[config.mk]
export PLATFORM = sky130hd
export DESIGN_NAME = brd_ctrl
export DESIGN_NICKNAME = d
export VERILOG_FILES = /design/src/rtl/core/brd_pkg.sv /design/src/rtl/core/brd_ctrl.sv
export SDC_FILE = /design/constraint.sdc
export NUM_CORES = 1
export LEC_CHECK = 0
export BUFFER_PORTS_ARGS = -buffer_cell sky130_fd_sc_hd__buf_4
export CORE_AREA = 2 2 39 41
export DETAILED_ROUTE_END_ITERATION = 7
export DIE_AREA = 0 0 41 43
export PLACE_DENSITY_LB_ADDON = 0.1
export SLEW_MARGIN = 0
export SYNTH_ARGS = -nofsm -noshare
export SYNTH_HDL_FRONTEND = slang
export SYNTH_SLANG_ARGS = --single-unit
[constraint.sdc]
create_clock -name clk_i -period 1.5 [get_ports clk_i]
set_clock_uncertainty 0.05 [all_clocks]
set_input_delay 0.075 -clock clk_i [delete_from_list [all_inputs] [get_ports clk_i]]
set_output_delay 0.075 -clock clk_i [all_outputs]
set_load 0.01 [all_outputs]
[src/rtl/core/brd_pkg.sv]
`timescale 1ns / 1ps
`default_nettype none

package brd_pkg;

  localparam int FRAC_BITS = 16;
  localparam logic [16:0] ONE = 17'(1 << FRAC_BITS);
  localparam int STEP_W = 18;
  localparam int ROWPOS_W = 34;
  localparam int SLOT_W = 3;
  localparam int NSLOT = 6;

  localparam logic [2:0] REG_INV_STEP   = 3'd0;
  localparam logic [2:0] REG_SRC_WIDTH  = 3'd1;
  localparam logic [2:0] REG_SRC_HEIGHT = 3'd2;
  localparam logic [2:0] REG_DST_WIDTH  = 3'd3;
  localparam logic [2:0] REG_DST_HEIGHT = 3'd4;

  typedef struct packed {
    logic              busy;
    logic              accept;
    logic              eval;
    logic              mul;
    logic              load;
    logic [SLOT_W-1:0] slot;
  } brd_cmd_t;

  typedef struct packed {
    logic slot_on;
    logic more_after;
    logic out_ready;
  } brd_status_t;

endpackage

`default_nettype wire

[src/rtl/core/brd_ctrl.sv]
`timescale 1ns / 1ps
`default_nettype none

module brd_ctrl (
  input  wire                  clk_i,
  input  wire                  rst_ni,
  input  wire                  in_valid_i,
  input  brd_pkg::brd_status_t status_i,
  output brd_pkg::brd_cmd_t    cmd_o
);
  import brd_pkg::*;

  localparam logic [1:0] S_IDLE = 2'd0;
  localparam logic [1:0] S_EVAL = 2'd1;
  localparam logic [1:0] S_MUL  = 2'd2;
  localparam logic [1:0] S_OUT  = 2'd3;

  logic [1:0]        state_q, state_d;
  logic [SLOT_W-1:0] slot_q, slot_d;

  always_comb begin
    state_d = state_q;
    slot_d = slot_q;
    cmd_o = '0;
    cmd_o.busy = (state_q != S_IDLE);
    cmd_o.slot = slot_q;
    case (state_q)
      S_IDLE: begin
        if (in_valid_i) begin
          cmd_o.accept = 1'b1;
          state_d = S_EVAL;
        end
      end
      S_EVAL: begin
        cmd_o.eval = 1'b1;
        slot_d = '0;
        state_d = S_MUL;
      end
      S_MUL: begin
        if (status_i.slot_on) begin
          cmd_o.mul = 1'b1;
          state_d = S_OUT;
        end else if (status_i.more_after) begin
          slot_d = slot_q + SLOT_W'(1);
        end else begin
          state_d = S_IDLE;
        end
      end
      S_OUT: begin
        if (status_i.out_ready) begin
          cmd_o.load = 1'b1;
          if (status_i.more_after) begin
            slot_d = slot_q + SLOT_W'(1);
            state_d = S_MUL;
          end else begin
            state_d = S_IDLE;
          end
        end
      end
      default: state_d = S_IDLE;
    endcase
  end

  always_ff @(posedge clk_i or negedge rst_ni) begin
    if (!rst_ni) begin
      state_q <= S_IDLE;
      slot_q <= '0;
    end else begin
      state_q <= state_d;
      slot_q <= slot_d;
    end
  end

`ifndef SYNTHESIS
  a_accept_to_eval: assert property (@(posedge clk_i) disable iff (!rst_ni)
    cmd_o.accept |=> state_q == S_EVAL) else $error("accept not followed by eval");
  a_load_in_out: assert property (@(posedge clk_i) disable iff (!rst_ni)
    cmd_o.load |-> state_q == S_OUT) else $error("load outside output state");
  a_eval_slot0: assert property (@(posedge clk_i) disable iff (!rst_ni)
    state_q == S_EVAL |=> state_q == S_MUL && slot_q == '0) else $error("bad slot start");
  a_slot_range: assert property (@(posedge clk_i) disable iff (!rst_ni)
    cmd_o.mul |-> slot_q < SLOT_W'(NSLOT)) else $error("slot out of range");
`endif

endmodule

`default_nettype wire

==> flow_metrics.env <==
export IMPL_clk_insertion_delay_late_ns=0.26
export IMPL_setup_worst_path_class="flop to primary output"
export IMPL_grt_antenna_before_repair=0
export IMPL_synth_nets=47
export IMPL_synthAdderAreaFrac_pct=3.75
export IMPL_ir_drop_v=0.000768
export IMPL_start_util_pct=24.1
export IMPL_worstPathArrival_ns=1.17
export IMPL_hold_viol_final=0
export IMPL_die_y_um=43
export IMPL_grt_first_pass_wirelength_um=1480
export IMPL_powerDensity_nw_per_um2=2030
export IMPL_area_growth_pct=44.6
export IMPL_io_buffer_count=13
export IMPL_grt_max_degree=9
export IMPL_ios=14
export IMPL_drive_gt1_share_pct=35.1
export IMPL_yosysTopAreaCell="dfrtp_1"
export IMPL_setup_viol=0
export IMPL_fill_cells=148
export IMPL_slew_headroom_pct=84.6
export IMPL_yosysWarnings=0
export IMPL_num_vias=358
export IMPL_period_share_pct=86.6
export IMPL_core_area_sq_um=1380
export IMPL_final_common_cell="buf_4"
export IMPL_cp_start_kind="flop"
export IMPL_most_common_layout_cells="13 x buf_4, 5 x dfrtp_1, 4 x nand2_1"
export IMPL_ant_nets=0
export IMPL_crit_path_max_fanout=7
export IMPL_nets=65
export IMPL_drt_iter0_drc=16
export IMPL_synth_area_leaders="dfrtp_1 37%, nand2_1 4.5%, a31oi_1 3.7%"
export IMPL_worstHoldStart="status_i[2]"
export IMPL_overflow=0
export IMPL_cts_tree="yes"
export IMPL_root_buffer="clkbuf_4"
export IMPL_p_leak_uw=0.000235
export IMPL_synth_xor_area_share_pct=0
export IMPL_startpoint="state_q[0]"
export IMPL_multi_input_comb_area_sq_um=193
export IMPL_synth_avg_cell_area_sq_um=8.35
export IMPL_cts_max_level=1
export IMPL_cts_sinks=5
export IMPL_netlist_area_sq_um=334
export IMPL_cts_buffer_depth=2
export IMPL_muxShareOfSynthArea_pct=3.00
export IMPL_ys_ff_latch=5
export IMPL_end_kind="primary output"
export IMPL_synth_compound_area_share_pct=22.8
export IMPL_cts_made_buffers=3
export IMPL_wire_per_inst_um=12.5
export IMPL_synthDistinctLibCells=24
export IMPL_dieArea_sq_um=1760
export IMPL_hp_class="input pin to flop"
export IMPL_hpwlAfterDp_um=642
export IMPL_drv_cap=0
export IMPL_place_congestion=0.670
export IMPL_synth_top_area_share_pct=37.5
export IMPL_rsz0062_at_grt="false"
export IMPL_setup_ws_ns=0.201
export IMPL_max_freq_mhz=770
export IMPL_rr_startpoint="slot_q[0]"
export IMPL_grtUsageTotal_pct=13.2
export IMPL_status="complete, no violations"
export IMPL_drc_errors=0
export IMPL_insertedDiodeCount=0
export IMPL_worstMarginPinSlew_ns=0.232
export IMPL_maxSlewViolCount=0
export IMPL_ys_seq_area_share_pct=37.5
export IMPL_wirelength_um=914
export IMPL_synthSimpleGateAreaFrac_pct=28.1
export IMPL_first_pass_iters=4
export IMPL_dieWidth_um=41
export IMPL_first_global_vias=347
export IMPL_synth_top_family_by_area="simple AND/OR/NAND/NOR gates"
export IMPL_viasPerCell=4.90
export IMPL_crit_required_ns=1.37
export IMPL_rows=14
export IMPL_final_setup_tns_ns=0
export IMPL_dp_slack_ns=0.239
export IMPL_register_area_sq_um=125
export IMPL_syn_inst=40
export IMPL_clk_pin_slew_worst_paths_ns=0.05
export IMPL_layout_min_cycle_time_ns=1.30
## final timing paths
check,depth (start not counted),to,slack (ns)
worst max-delay path,3,cmd_o[4],0.20
worst min-delay path,3,slot_q[0],0.06
worst max register to register,4,slot_q[2],0.24
worst min register to register,2,slot_q[1],0.57
max in group asynchronous,2,slot_q[1],1.18
min in group asynchronous,2,state_q[1],0.11
## timing repair
action,CTS,global route
hold buffers,1,0
hold endpoints to repair,5,0
setup buffers,0,0
gates resized for setup,0,0
## metal layers
metal  part of all wire, %  global-route usage [%]  up-vias
met3                   6.3                    1.57        5
met5                     0                       0        -
met1                    42                    15.8      157
met4                   4.6                    14.0        0
li1                      -                       -      180
met2                    46                    18.4       16
## worst max-delay path: stages (launching register included)
cell	delay, ns
dfrtp_1	0.45
nand2b_1	0.23
nor2_1	0.11
buf_4	0.13
## final cells by class
class | count | area share, %
Multi-Input combinational cell | 31 | 39.9
Sequential cell | 5 | 25.9
Timing Repair Buffer | 14 | 22.3
Clock buffer | 4 | 5.44
Tap cell | 16 | 4.15
Inverter | 3 | 2.33
## synthesized netlist by cell type, drive strengths merged
cell / count
a21oi: 2
a22oi: 1
a31o: 1
a31oi: 2
and3: 2
clkbuf: 1
dfrtp: 5
ha: 1
inv: 3
mux2i: 1
nand2: 4
nand2b: 2
nand3: 2
nand3b: 1
nor2: 3
nor2b: 2
o211ai: 1
o21ai: 3
o221ai: 1
o22ai: 1
or2: 1
## flip-flops by register name, summed over array words and instances, names as in the netlist
signal   cells
state_q      2
slot_q       3
## kinds of logic after synthesis
family,Yosys count
compound gates,12
fa+ha+maj,1
buf+inv,4
flops,5
mux,1
simple gates,17
## where the power goes
group	switching (uW)	internal (uW)	leakage, uW
sequential	96.4	202	0.0000595
combinational	251	256	0.000160
clock	71.6	102	0.0000150
## metrics by stage
step	hold slack, ns	total power (uW)	utilization, %	instance area (sq um)	cells
2_1_floorplan	-0.271	589	-	334	40
3_3_place_gp	-0.162	818	32.3	447	68
3_5_place_dp	-0.166	802	32.3	447	68
4_1_cts	0.0563	990	34.9	483	73
5_1_grt	0.0755	1060	34.9	483	73
6_report	0.0644	979	34.9	483	73
(Power assumes the default switching activity.)
